--- src/sfd_pkg.sv ---
`timescale 1ns / 1ps
// ----------------------------------------------------------------------------
// Sensor frame deframer package
// Shared types and constants for the deframer front end, queue and decoder.
// ----------------------------------------------------------------------------
package sfd_pkg;

	// Framing bytes.
	localparam logic [7:0] START_BYTE = 8'h5A;
	localparam logic [7:0] END_BYTE   = 8'h69;

	// Frame type bytes, stored in slots 1 to 3.
	localparam logic [7:0] TYPE_U   = 8'h55;
	localparam logic [7:0] TYPE_S   = 8'h53;
	localparam logic [7:0] SEL_CELL = 8'h43;
	localparam logic [7:0] SEL_TEMP = 8'h4E;
	localparam logic [7:0] SEL_CURR = 8'h49;

	// Record kinds on the output.
	localparam logic [1:0] KIND_VOLT = 2'd0;
	localparam logic [1:0] KIND_TEMP = 2'd1;
	localparam logic [1:0] KIND_CURR = 2'd2;

	// Index of the last record that one frame can give, so at most 30 records leave one frame.
	localparam logic [4:0] LAST_RECORD_IDX = 5'd29;

	// Divide by 100 as (v * 83887) >> 23, exact for every 16-bit v.
	localparam logic [16:0] DIV100_MUL   = 17'd83887;
	localparam int          DIV100_SHIFT = 23;

	// Command codes passed from front end to decoder.
	localparam logic CMD_STORE  = 1'b0;
	localparam logic CMD_DECODE = 1'b1;

	// Queue depth between front end and decoder.
	localparam int QUEUE_DEPTH = 2;

	typedef struct packed {
		logic       op;
		logic [7:0] addr;
		logic [7:0] data;
	} cmd_t;

endpackage

--- src/sfd_front.sv ---
`timescale 1ns / 1ps
// ----------------------------------------------------------------------------
// Sensor frame deframer front end
// Hunts for the start byte, counts and checks frame bytes, issues commands.
// ----------------------------------------------------------------------------
module sfd_front import sfd_pkg::*; #(
	parameter int FRAME_BYTES = 64
) (
	input  logic       clk,
	input  logic       arst_n,
	input  logic       in_valid,
	output logic       in_ready,
	input  logic [7:0] rx_byte,
	output logic       cmd_valid,
	input  logic       cmd_ready,
	output cmd_t       cmd
);

	localparam logic [1:0] PH_HUNT  = 2'd0;
	localparam logic [1:0] PH_STORE = 2'd1;
	localparam logic [1:0] PH_END   = 2'd2;
	localparam logic [8:0] FB_LIM   = 9'(FRAME_BYTES);

	logic [1:0] phase_q;
	logic [7:0] cnt_q;
	logic [7:0] xor_q;
	logic [7:0] len_q;
	logic       acc;
	logic [7:0] len_now;
	logic [8:0] cnt_nxt;

	assign in_ready = cmd_ready;
	assign acc      = in_valid && in_ready;
	assign len_now  = (cnt_q == 8'd0) ? rx_byte : len_q;
	assign cnt_nxt  = {1'b0, cnt_q} + 9'd1;

	always_comb begin
		cmd.op    = (phase_q == PH_END) ? CMD_DECODE : CMD_STORE;
		cmd.addr  = cnt_q;
		cmd.data  = rx_byte;
		cmd_valid = acc && ((phase_q == PH_STORE) ||
			(phase_q == PH_END && rx_byte == END_BYTE && xor_q == 8'd0));
	end

	always_ff @(posedge clk or negedge arst_n) begin
		if (!arst_n) begin
			phase_q <= PH_HUNT;
			cnt_q   <= '0;
			xor_q   <= '0;
			len_q   <= '0;
		end else if (acc) begin
			case (phase_q)
				PH_HUNT: begin
					if (rx_byte == START_BYTE) begin
						phase_q <= PH_STORE;
						cnt_q   <= '0;
						xor_q   <= '0;
					end
				end
				PH_STORE: begin
					xor_q <= xor_q ^ rx_byte;
					cnt_q <= cnt_nxt[7:0];
					if (cnt_q == 8'd0) begin
						len_q <= rx_byte;
					end
					if (cnt_nxt >= {1'b0, len_now}) begin
						phase_q <= PH_END;
					end else if (cnt_nxt >= FB_LIM) begin
						phase_q <= PH_HUNT;
					end
				end
				default: begin
					phase_q <= PH_HUNT;
				end
			endcase
		end
	end

endmodule

--- src/sfd_queue.sv ---
`timescale 1ns / 1ps
// ----------------------------------------------------------------------------
// Sensor frame deframer command queue
// Small first-in first-out buffer between the front end and the decoder.
// ----------------------------------------------------------------------------
module sfd_queue import sfd_pkg::*; (
	input  logic clk,
	input  logic arst_n,
	input  logic push_valid,
	output logic push_ready,
	input  cmd_t push_cmd,
	output logic pop_valid,
	input  logic pop_ready,
	output cmd_t pop_cmd
);

	localparam int PW = $clog2(QUEUE_DEPTH);
	localparam int CW = $clog2(QUEUE_DEPTH + 1);

	cmd_t          slot_q [QUEUE_DEPTH];
	logic [PW-1:0] wr_q;
	logic [PW-1:0] rd_q;
	logic [CW-1:0] fill_q;
	logic          do_push;
	logic          do_pop;

	assign push_ready = (fill_q != CW'(QUEUE_DEPTH));
	assign pop_valid  = (fill_q != '0);
	assign pop_cmd    = slot_q[rd_q];
	assign do_push    = push_valid && push_ready;
	assign do_pop     = pop_valid && pop_ready;

	always_ff @(posedge clk) begin
		if (do_push) begin
			slot_q[wr_q] <= push_cmd;
		end
	end

	always_ff @(posedge clk or negedge arst_n) begin
		if (!arst_n) begin
			wr_q   <= '0;
			rd_q   <= '0;
			fill_q <= '0;
		end else begin
			if (do_push) begin
				wr_q <= (wr_q == PW'(QUEUE_DEPTH - 1)) ? '0 : wr_q + PW'(1);
			end
			if (do_pop) begin
				rd_q <= (rd_q == PW'(QUEUE_DEPTH - 1)) ? '0 : rd_q + PW'(1);
			end
			case ({do_push, do_pop})
				2'b10:   fill_q <= fill_q + CW'(1);
				2'b01:   fill_q <= fill_q - CW'(1);
				default: fill_q <= fill_q;
			endcase
		end
	end

endmodule

--- src/sfd_back.sv ---
`timescale 1ns / 1ps
// ----------------------------------------------------------------------------
// Sensor frame deframer decoder back end
// Holds the frame store and walks it to produce voltage, temperature and
// current records.
// ----------------------------------------------------------------------------
module sfd_back import sfd_pkg::*; #(
	parameter int FRAME_BYTES = 64
) (
	input  logic               clk,
	input  logic               arst_n,
	input  logic               cmd_valid,
	output logic               cmd_ready,
	input  cmd_t               cmd,
	output logic               out_valid,
	input  logic               out_ready,
	output logic [1:0]         record_kind,
	output logic [4:0]         record_index,
	output logic signed [28:0] record_value,
	output logic               last_record
);

	localparam int AW = $clog2(FRAME_BYTES);

	localparam logic [2:0] ST_IDLE  = 3'd0;
	localparam logic [2:0] ST_READ  = 3'd1;
	localparam logic [2:0] ST_DRAIN = 3'd2;
	localparam logic [2:0] ST_CALC  = 3'd3;
	localparam logic [2:0] ST_DIV   = 3'd4;
	localparam logic [2:0] ST_OUT   = 3'd5;

	logic [7:0]  mem_q [FRAME_BYTES];
	logic [7:0]  rdata_q;
	logic [2:0]  state_q;
	logic [7:0]  rd_addr_q;
	logic [2:0]  left_q;
	logic        cap_s1;
	logic [31:0] sh_q;
	logic [32:0] prod_q;
	logic [7:0]  pos_q;
	logic [4:0]  n_q;
	logic [1:0]  kind_q;
	logic        last_q;
	logic [28:0] val_q;
	logic [7:0]  hdr_len_q;
	logic [7:0]  hdr_t1_q;
	logic [7:0]  hdr_t2_q;
	logic [7:0]  hdr_sel_q;
	logic        take;
	logic        wr_en;
	logic [27:0] mag;

	assign cmd_ready    = (state_q == ST_IDLE);
	assign take         = cmd_valid && cmd_ready;
	assign wr_en        = take && (cmd.op == CMD_STORE);
	assign mag          = sh_q[27:0];
	assign out_valid    = (state_q == ST_OUT);
	assign record_kind  = kind_q;
	assign record_index = n_q;
	assign record_value = val_q;
	assign last_record  = last_q;

	// Frame store: one write and one registered read per cycle.
	always_ff @(posedge clk) begin
		if (wr_en) begin
			mem_q[cmd.addr[AW-1:0]] <= cmd.data;
		end
		rdata_q <= mem_q[rd_addr_q[AW-1:0]];
	end

	// Header copy of slots 0 to 3, kept in step with the store.
	always_ff @(posedge clk) begin
		if (wr_en) begin
			case (cmd.addr)
				8'd0:    hdr_len_q <= cmd.data;
				8'd1:    hdr_t1_q  <= cmd.data;
				8'd2:    hdr_t2_q  <= cmd.data;
				8'd3:    hdr_sel_q <= cmd.data;
				default: hdr_len_q <= hdr_len_q;
			endcase
		end
	end

	// Read bytes shift in from the top, so the earliest byte ends lowest.
	always_ff @(posedge clk) begin
		if (cap_s1) begin
			sh_q <= {rdata_q, sh_q[31:8]};
		end
	end

	always_ff @(posedge clk or negedge arst_n) begin
		if (!arst_n) begin
			state_q   <= ST_IDLE;
			cap_s1    <= 1'b0;
			rd_addr_q <= '0;
			left_q    <= '0;
			pos_q     <= '0;
			n_q       <= '0;
			kind_q    <= KIND_VOLT;
			last_q    <= 1'b0;
			val_q     <= '0;
			prod_q    <= '0;
		end else begin
			cap_s1 <= (state_q == ST_READ);
			case (state_q)
				ST_IDLE: begin
					if (take && cmd.op == CMD_DECODE &&
						hdr_t1_q == TYPE_U && hdr_t2_q == TYPE_S) begin
						pos_q     <= 8'd4;
						n_q       <= '0;
						rd_addr_q <= 8'd4;
						if (hdr_sel_q inside {SEL_CELL, SEL_TEMP}) begin
							kind_q <= (hdr_sel_q == SEL_CELL) ? KIND_VOLT : KIND_TEMP;
							left_q <= 3'd2;
							if (hdr_len_q > 8'd5) begin
								state_q <= ST_READ;
							end
						end else if (hdr_sel_q == SEL_CURR) begin
							kind_q  <= KIND_CURR;
							left_q  <= 3'd4;
							state_q <= ST_READ;
						end
					end
				end
				ST_READ: begin
					rd_addr_q <= rd_addr_q + 8'd1;
					left_q    <= left_q - 3'd1;
					if (left_q == 3'd1) begin
						state_q <= ST_DRAIN;
					end
				end
				ST_DRAIN: begin
					state_q <= ST_CALC;
				end
				ST_CALC: begin
					last_q <= (kind_q == KIND_CURR) ||
						({1'b0, pos_q} + 9'd3 >= {1'b0, hdr_len_q}) ||
						(n_q == LAST_RECORD_IDX);
					case (kind_q)
						KIND_TEMP: begin
							prod_q  <= 33'(sh_q[31:16]) * 33'(DIV100_MUL);
							state_q <= ST_DIV;
						end
						KIND_CURR: begin
							val_q   <= sh_q[31] ? (29'd0 - {1'b0, mag}) : {1'b0, mag};
							state_q <= ST_OUT;
						end
						default: begin
							val_q   <= 29'(sh_q[31:16]);
							state_q <= ST_OUT;
						end
					endcase
				end
				ST_DIV: begin
					val_q   <= 29'(prod_q[32:DIV100_SHIFT]);
					state_q <= ST_OUT;
				end
				ST_OUT: begin
					if (out_ready) begin
						if (last_q) begin
							state_q <= ST_IDLE;
						end else begin
							pos_q     <= pos_q + 8'd2;
							rd_addr_q <= pos_q + 8'd2;
							n_q       <= n_q + 5'd1;
							left_q    <= 3'd2;
							state_q   <= ST_READ;
						end
					end
				end
				default: begin
					state_q <= ST_IDLE;
				end
			endcase
		end
	end

endmodule

--- src/sensor_frame_deframer_decoder.sv ---
`timescale 1ns / 1ps
// After a frame's end word is taken, its decode request goes through the command queue
// (later when the queue still holds stored words) before the decoder starts its first record.
// Throughput: one word per cycle while storing and the queue has room; each record then takes
// two store reads (four for a current record), drain, compute, divide for temperature, output.
// Reset: arst_n clears the framing state, the queue and the decoder; the store keeps old data.
// ----------------------------------------------------------------------------
// Sensor frame deframer and decoder
// Finds framed sensor messages in a byte stream, checks length and XOR, and
// decodes cell voltage, temperature and current records from them.
// ----------------------------------------------------------------------------
module sensor_frame_deframer_decoder import sfd_pkg::*; #(
	parameter int FRAME_BYTES = 64
) (
	input  logic               clk,
	input  logic               arst_n,
	input  logic               in_valid,
	output logic               in_ready,
	input  logic [7:0]         rx_byte,
	output logic               out_valid,
	input  logic               out_ready,
	output logic [1:0]         record_kind,
	output logic [4:0]         record_index,
	output logic signed [28:0] record_value,
	output logic               last_record
);

	// The front end turns every accepted word into at most one command: a store
	// of a frame word at its slot, or a decode request once the end word and a
	// zero XOR have been seen. Words outside a frame produce no command.
	cmd_t front_cmd;
	logic front_valid;
	logic front_ready;

	// The queue output feeds the decoder, which only pops while it is idle, so
	// stores of the next frame cannot overtake a decode in progress.
	cmd_t back_cmd;
	logic back_valid;
	logic back_ready;

	sfd_front #(
		.FRAME_BYTES(FRAME_BYTES)
	) u_front (
		.clk       (clk),
		.arst_n    (arst_n),
		.in_valid  (in_valid),
		.in_ready  (in_ready),
		.rx_byte   (rx_byte),
		.cmd_valid (front_valid),
		.cmd_ready (front_ready),
		.cmd       (front_cmd)
	);

	// A short queue lets the front end keep taking words while the decoder
	// is stalled on the output side, until the queue holds QUEUE_DEPTH commands.
	sfd_queue u_queue (
		.clk        (clk),
		.arst_n     (arst_n),
		.push_valid (front_valid),
		.push_ready (front_ready),
		.push_cmd   (front_cmd),
		.pop_valid  (back_valid),
		.pop_ready  (back_ready),
		.pop_cmd    (back_cmd)
	);

	// The decoder owns the frame store. Records are held in output registers
	// until the consumer takes them.
	sfd_back #(
		.FRAME_BYTES(FRAME_BYTES)
	) u_back (
		.clk          (clk),
		.arst_n       (arst_n),
		.cmd_valid    (back_valid),
		.cmd_ready    (back_ready),
		.cmd          (back_cmd),
		.out_valid    (out_valid),
		.out_ready    (out_ready),
		.record_kind  (record_kind),
		.record_index (record_index),
		.record_value (record_value),
		.last_record  (last_record)
	);

endmodule

--- config.mk ---
export PLATFORM = sky130hd
export DESIGN_NAME = sensor_frame_deframer_decoder
export DESIGN_NICKNAME = d
export VERILOG_FILES = /design/src/sfd_pkg.sv /design/src/sfd_front.sv /design/src/sfd_queue.sv /design/src/sfd_back.sv /design/src/sensor_frame_deframer_decoder.sv
export SDC_FILE = /design/constraint.sdc
export NUM_CORES = 1
export LEC_CHECK = 0
export BUFFER_PORTS_ARGS = -buffer_cell sky130_fd_sc_hd__buf_4
export CORE_AREA = 2 2 372 374
export DETAILED_ROUTE_END_ITERATION = 16
export DIE_AREA = 0 0 374 376
export PLACE_DENSITY = 0.4
export SLEW_MARGIN = 20
export SYNTH_ARGS = -nofsm -noshare
export SYNTH_HDL_FRONTEND = slang
export SYNTH_SLANG_ARGS = --single-unit
--- constraint.sdc ---
create_clock -name clk -period 6.5 [get_ports clk]
set_clock_uncertainty 0.05 [all_clocks]
set_input_delay 0.325 -clock clk [delete_from_list [all_inputs] [get_ports clk]]
set_output_delay 0.325 -clock clk [all_outputs]
set_load 0.02 [all_outputs]
# Word-level counts from Yosys, hierarchy flattened
# Memories as Yosys holds them, arrays and structs flattened. A register that Yosys moved wholly into a read port is not among the register bits.
# Index checks and enable logic that the tools add are counted.
# word_totals
mem_bits_rw,546
in_bits,12
regBits,187
output_inout_bits,39
word_cells,161
latch_bits,0
n_memories,2
mem_bits_ro,0
# op_classes
n_div,0
magnitude_cmp,4
n_reduce_logical,40
n_eq_ne,33
n_mux,46
n_shift,0
n_bitwise,2
multipliers,1
addsub,11
# mem_list
memory,depth,word_bits,rd,rd_clocked_by_memory_dff,write_ports,line,text
u_back.mem_q,64,8,1,1,1,sfd_back.sv:32,logic [7:0] mem_q [FRAME_BYTES];
u_queue.slot_q,2,17,1,0,1,sfd_queue.sv:20,cmd_t slot_q [QUEUE_DEPTH];
# ops
cell,count
one-hot mux 29 bit (2 select lines),2
== test 8 x 7 -> 1 bit (second input constant),7
one-hot mux 8 bit (2 select lines),3
2-to-1 mux 8 bit,5
multiplier 16 x 17 -> 33 bit (second input constant),1
2-to-1 mux 3 bit,11
2-to-1 mux 29 bit,1
subtractor 1 x 28 -> 29 bit (first input constant),1
logical NOT 8 bit,3
one-hot mux 8 bit (3 select lines),1
>= comparator 9 x 8 -> 1 bit,2
one-hot mux 3 bit (6 select lines),1
== test 8 x 2 -> 1 bit (second input constant),2
2-to-1 mux 5 bit,3
AND reduction 2 bit,7
nonzero test 2 bit,7
logical AND 1 bit,10
2-to-1 mux 1 bit,10
2-to-1 mux 2 bit,5
!= test 2 bit (second input constant),5
one-hot mux 5 bit (2 select lines),1
AND reduction 5 bit,2
adder 8 x 1 -> 9 bit (second input constant),1
adder 8 x 2 -> 9 bit (second input constant),1
28 further kinds,45

# Longest topological paths before layout
# depth
depth_word,8
ltp_mapped,22
mapped_depth_nobuf,22

# By module
# From an unflattened synthesis, not the netlist that was laid out.
# unflattened
cells_unflattened,2413
hier_area_um2,34474.3
# modules_own_cells
module,area_per_inst_um2,n_inst,seq_area_each_um2,cells_each
sfd_back,31285.0,1,19133.4,2161
sfd_front,1759.2,1,650.6,182
sfd_queue,1430.1,1,1121.1,70

# Least setup slack after synthesis
# No wires, ideal clock.
# synth_path
path_type,register -> register
start,register u_back.sh_q[30]
end,register u_back.prod_q[27]
arrival_ns,5.443
period_less_slack_ns,5.625
setup_time_ns,0.133
path_slack_ns,0.875
stages_incl_launch_ff,19
required_ns,6.317
n_path_buf,0
cell_sequence,edfxtp_1 > fa_1 > inv_1 > fa_1 > inv_1 > fa_1 > fa_1 > fa_1 > inv_1 > fa_1 > inv_1 > ha_1 > nand2_1 > or3_1 > or3_1 > o21ai_1 > a31oi_1 > xnor2_1 > o21ai_0
# synth_between
elab_chain_cells,1
# synth_lines
element,line,text
start: declaration,sfd_back.sv:38,logic [31:0] sh_q;
start signal: assignment,sfd_back.sv:87,"sh_q <= {rdata_q, sh_q[31:8]};"
multiplier 16 x 17 -> 33 bit,sfd_back.sv:141,prod_q <= 33'(sh_q[31:16]) * 33'(DIV100_MUL);
end signal: assignment,sfd_back.sv:141,
end: declaration,sfd_back.sv:39,logic [32:0] prod_q;
# No other way between the ends.
# A chain may end at the register's enable or synchronous reset.

# Final worst setup path
# layout_path
start,register u_back.sh_q[27]
end,register u_back.prod_q[27]
# Same word-level chain as after synthesis.

==> Implementation_results.wiki <==
{| class="wikitable"
! Metric !! Value
|-
| Outcome || finished clean
|-
| Number of I/O pins || 51
|-
| RSZ-0062 raised after global routing || no
|-
| Max-slew violation count || 0
|-
| Overall die height || about 380 um
|-
| Netlist area before placement || ~0.034 sq mm
|-
| Antenna violations before repair || 4
|-
| Starting density of the core || approximately a quarter
|-
| Type of the worst min-delay path || in2reg
|-
| Max-cap viol count || 0
|-
| Ys async rst share || a little over an eighth
|-
| Number of endpoints with negative hold slack in the final report || 0
|-
| First-pass GRT wire length || about 140 mm
|-
| Clock H-tree levels || 3
|-
| GRT overflow || 0
|-
| NumNets Final || approximately 2500
|-
| Share of synthesized cell area in and, or, nand and nor gates || ~5.4%
|-
| Sort of element at the start of the critical path || flop
|-
| Port Buffers || 50
|-
| Synthesized-area fraction occupied by ao, oa, aoi and oai cells || 4.33%
|-
| Vias in the first global route || roughly 20000
|-
| Die footprint || ~0.14 sq mm
|-
| Critical path fanouts, max || 6
|-
| Per-cell routed wire length || 22.4 um
|-
| Largest net degree at the start of global routing || 120
|-
| # setup viols final || 0
|-
| Clock buffer count from CTS || roughly 80
|-
| Number of buffers on the longest clock path || 3
|-
| Remaining DRCs || 0
|-
| Min Tclk post-route || between 5000 and 6000 ps
|-
| Via count || between 15000 and 20000
|-
| Cell type with the highest aggregate area in the netlist || edfxtp_1
|-
| Overall die width || around 370 um
|-
| Capturing element type of the critical path || flop
|-
| Number of flops mapped to enable cells by yosys || approximately 600
|-
| Multiplexer share of the synthesized area || 12.0%
|-
| Top FF cell, synth || edfxtp_1
|-
| Clock tree from TritonCTS || done
|-
| Main combinational cell family by area after synthesis || multiplexers
|-
| Synth top area cells || edfxtp_1 54%, mux4_2 11%, dfrtp_1 7.1%, ha_1 6.2%, fa_1 5.7%
|-
| Antenna-violating nets left || 0
|-
| Clock transition at path regs || around 60 ps
|-
| Total global-route track usage || a little over an eighth
|-
| Area Overhead vs Synth || 16.1%
|-
| Avg Cell Area, Syn || 15.8 sq um
|-
| Synthesized Nets || between 2000 and 2500
|-
| Post-cts sizing count || 0
|-
| Number of sinks handled by clock tree synthesis || 715
|-
| CP Class || reg2reg
|-
| Placeable core region || between 0.1 and 0.15 sq mm
|-
| Commonest non-fill, non-tap cell in the layout || edfxtp_1
|-
| Synth Area in XOR/XNOR || 1.73%
|-
| Worst EP arrival || 6390 ps
|-
| Worst Path Required || about 7000 ps
|-
| Detailed-placement wirelength estimate || 62.4 mm
|-
| Routed Wire Length || between 90 and 100 mm
|-
| Hold slack || 44.0 ps
|-
| Final worst-path cycle share || approximately nine tenths
|-
| Iteration-0 DRC Markers || approximately 1200
|-
| Row count || approximately 140
|-
| Skew-Pair Late Insertion Delay || between 600 and 700 ps
|-
| Total of warnings raised by yosys || 0
|-
| Commonest cells after routing, fill and taps aside || 610 x edfxtp_1, 206 x inv_1, 168 x mux4_2, 167 x ha_1, 136 x nor2_1
|-
| Root buffer cell || clkbuf_16
|-
| Fin area || between 0.03 and 0.04 sq mm
|-
| Max Clock Freq || approximately 0.17 GHz
|-
| Via count normalized by instance count || around 4.5
|-
| Final design utilization || between 20% and 30%
|-
| Cell count after synthesis || approximately 2100
|-
| Sequential element share of the synthesized area || 61.6%
|-
| Seq cells post-synth || around 720
|-
| TNS Setup || 0 ps
|-
| Worst rel slew slack || a little under a third
|-
| Worst Tran Pin Value || between 1000 and 1500 ps
|-
| Count of distinct cell types in the synthesized netlist || 69
|-
| Share of post-route cells with drive strength above 1 || roughly 17%
|-
| Share of Yosys cell area claimed by the top area cell type || roughly 54%
|-
| Final GP Congestion || 0.816
|-
| DR pass1 iterations || 5
|-
| # Post-CTS Setup Buffers || 0
|-
| Cell area after placement || around 0.037 sq mm
|-
| Fraction of the mapped netlist area in adder cells || 11.9%
|}
[cell usage after synthesis, types with 5 or more instances]
library cell	count
xor2_1	34
a21oi_1	57
o21ai_1	9
clkbuf_1	49
nor2b_1	10
or2_2	5
xnor2_1	33
a22o_1	22
mux2i_1	11
nor2_1	136
nand2b_1	15
dfrtp_1	97
o31ai_1	6
buf_4	7
buf_1	5
nand2_1	124
ha_1	167
mux4_2	168
nor3_1	15
nor4_1	6
edfxtp_1	610
fa_1	97
dfxtp_1	8
o21ai_0	71
nand4_1	9
a31oi_1	12
and3_1	7
a21o_1	12
mux2_2	15
nand3_1	38
a211oi_1	8
inv_1	206
or3_1	9
[kinds of logic (layout without fill, tap and decap cells)]
logic type,after synthesis,after routing
AOI/OAI and AO/OA,234,234
xor gates and xnor gates,67,67
adders and majority gates,264,264
buffers and inverters,275,461
DFF,715,715
muxes,194,194
other,0,1
and+or+nand+nor,398,398
[registers in the layout (all words and copies together) (netlist names), 10 cells and up]
signal,count
u_back.mem_q,512
u_back.record_value,29
u_back.sh_q,32
u_queue.slot_q,34
u_back.prod_q,10
[layer usage]
layer | up-vias | routed length, um | global-route usage, %
li1 | 8291 | - | -
met3 | 108 | 2690 | 1.83
met2 | 298 | 45900 | 22.5
met4 | 2 | 1690 | 3.38
met1 | 9696 | 42000 | 17.6
met5 | - | 20 | 0
[worst max-delay path: stages, from the launching register on]
cell and delay [ps]:
edfxtp_1 520, fa_1 620, fa_1 540, inv_1 60, fa_1 540, inv_1 60, fa_1 510, fa_1 530
fa_1 490, ha_1 360, nand4_1 120, or3_1 390, or3_1 320, o21ai_1 290, a31oi_1 150, xnor2_1 160
o21ai_0 80
[metrics by stage]
stage	setup slack, ps	cells
after floorplan	875	2147
after global placement	587	3965
after detailed placement	518	3965
after CTS	498	4127
after global routing	188	4127
final	553	4128
[area by class of cell]
class                      count  area, sq um
antenna                        1         2.50
fill                       13673        97200
clock buffer                  95         2130
timing repair buffer         102          828
sequential                   715        20900
tap                         1794         2240
inverter                     207          778
clock inverter                57          559
multi-input combinational   1157        12000
[repair_timing]
action	in CTS	in global routing
endpoints found under the setup margin	0	0
hold endpoints to repair	64	0
hold buffers	10	0
[final timing paths]
kind / from / slack [ps] / depth (start not counted) / end
max: u_back.sh_q[27] / 550 / 16 / u_back.prod_q[27]
min: in_valid / 40 / 3 / u_queue.wr_q
max reg2reg: u_back.sh_q[27] / 550 / 16 / u_back.prod_q[27]
min reg2reg: u_back.rdata_q[0] / 350 / 0 / u_back.sh_q[24]
max in group asynchronous: arst_n / 4900 / 3 / u_back.rd_addr_q[2]
min in group asynchronous: arst_n / 160 / 2 / u_front.xor_q[6]
Power is not shown: default switching activity piles up to over one toggle a cycle in this logic, so the estimate is an artifact.
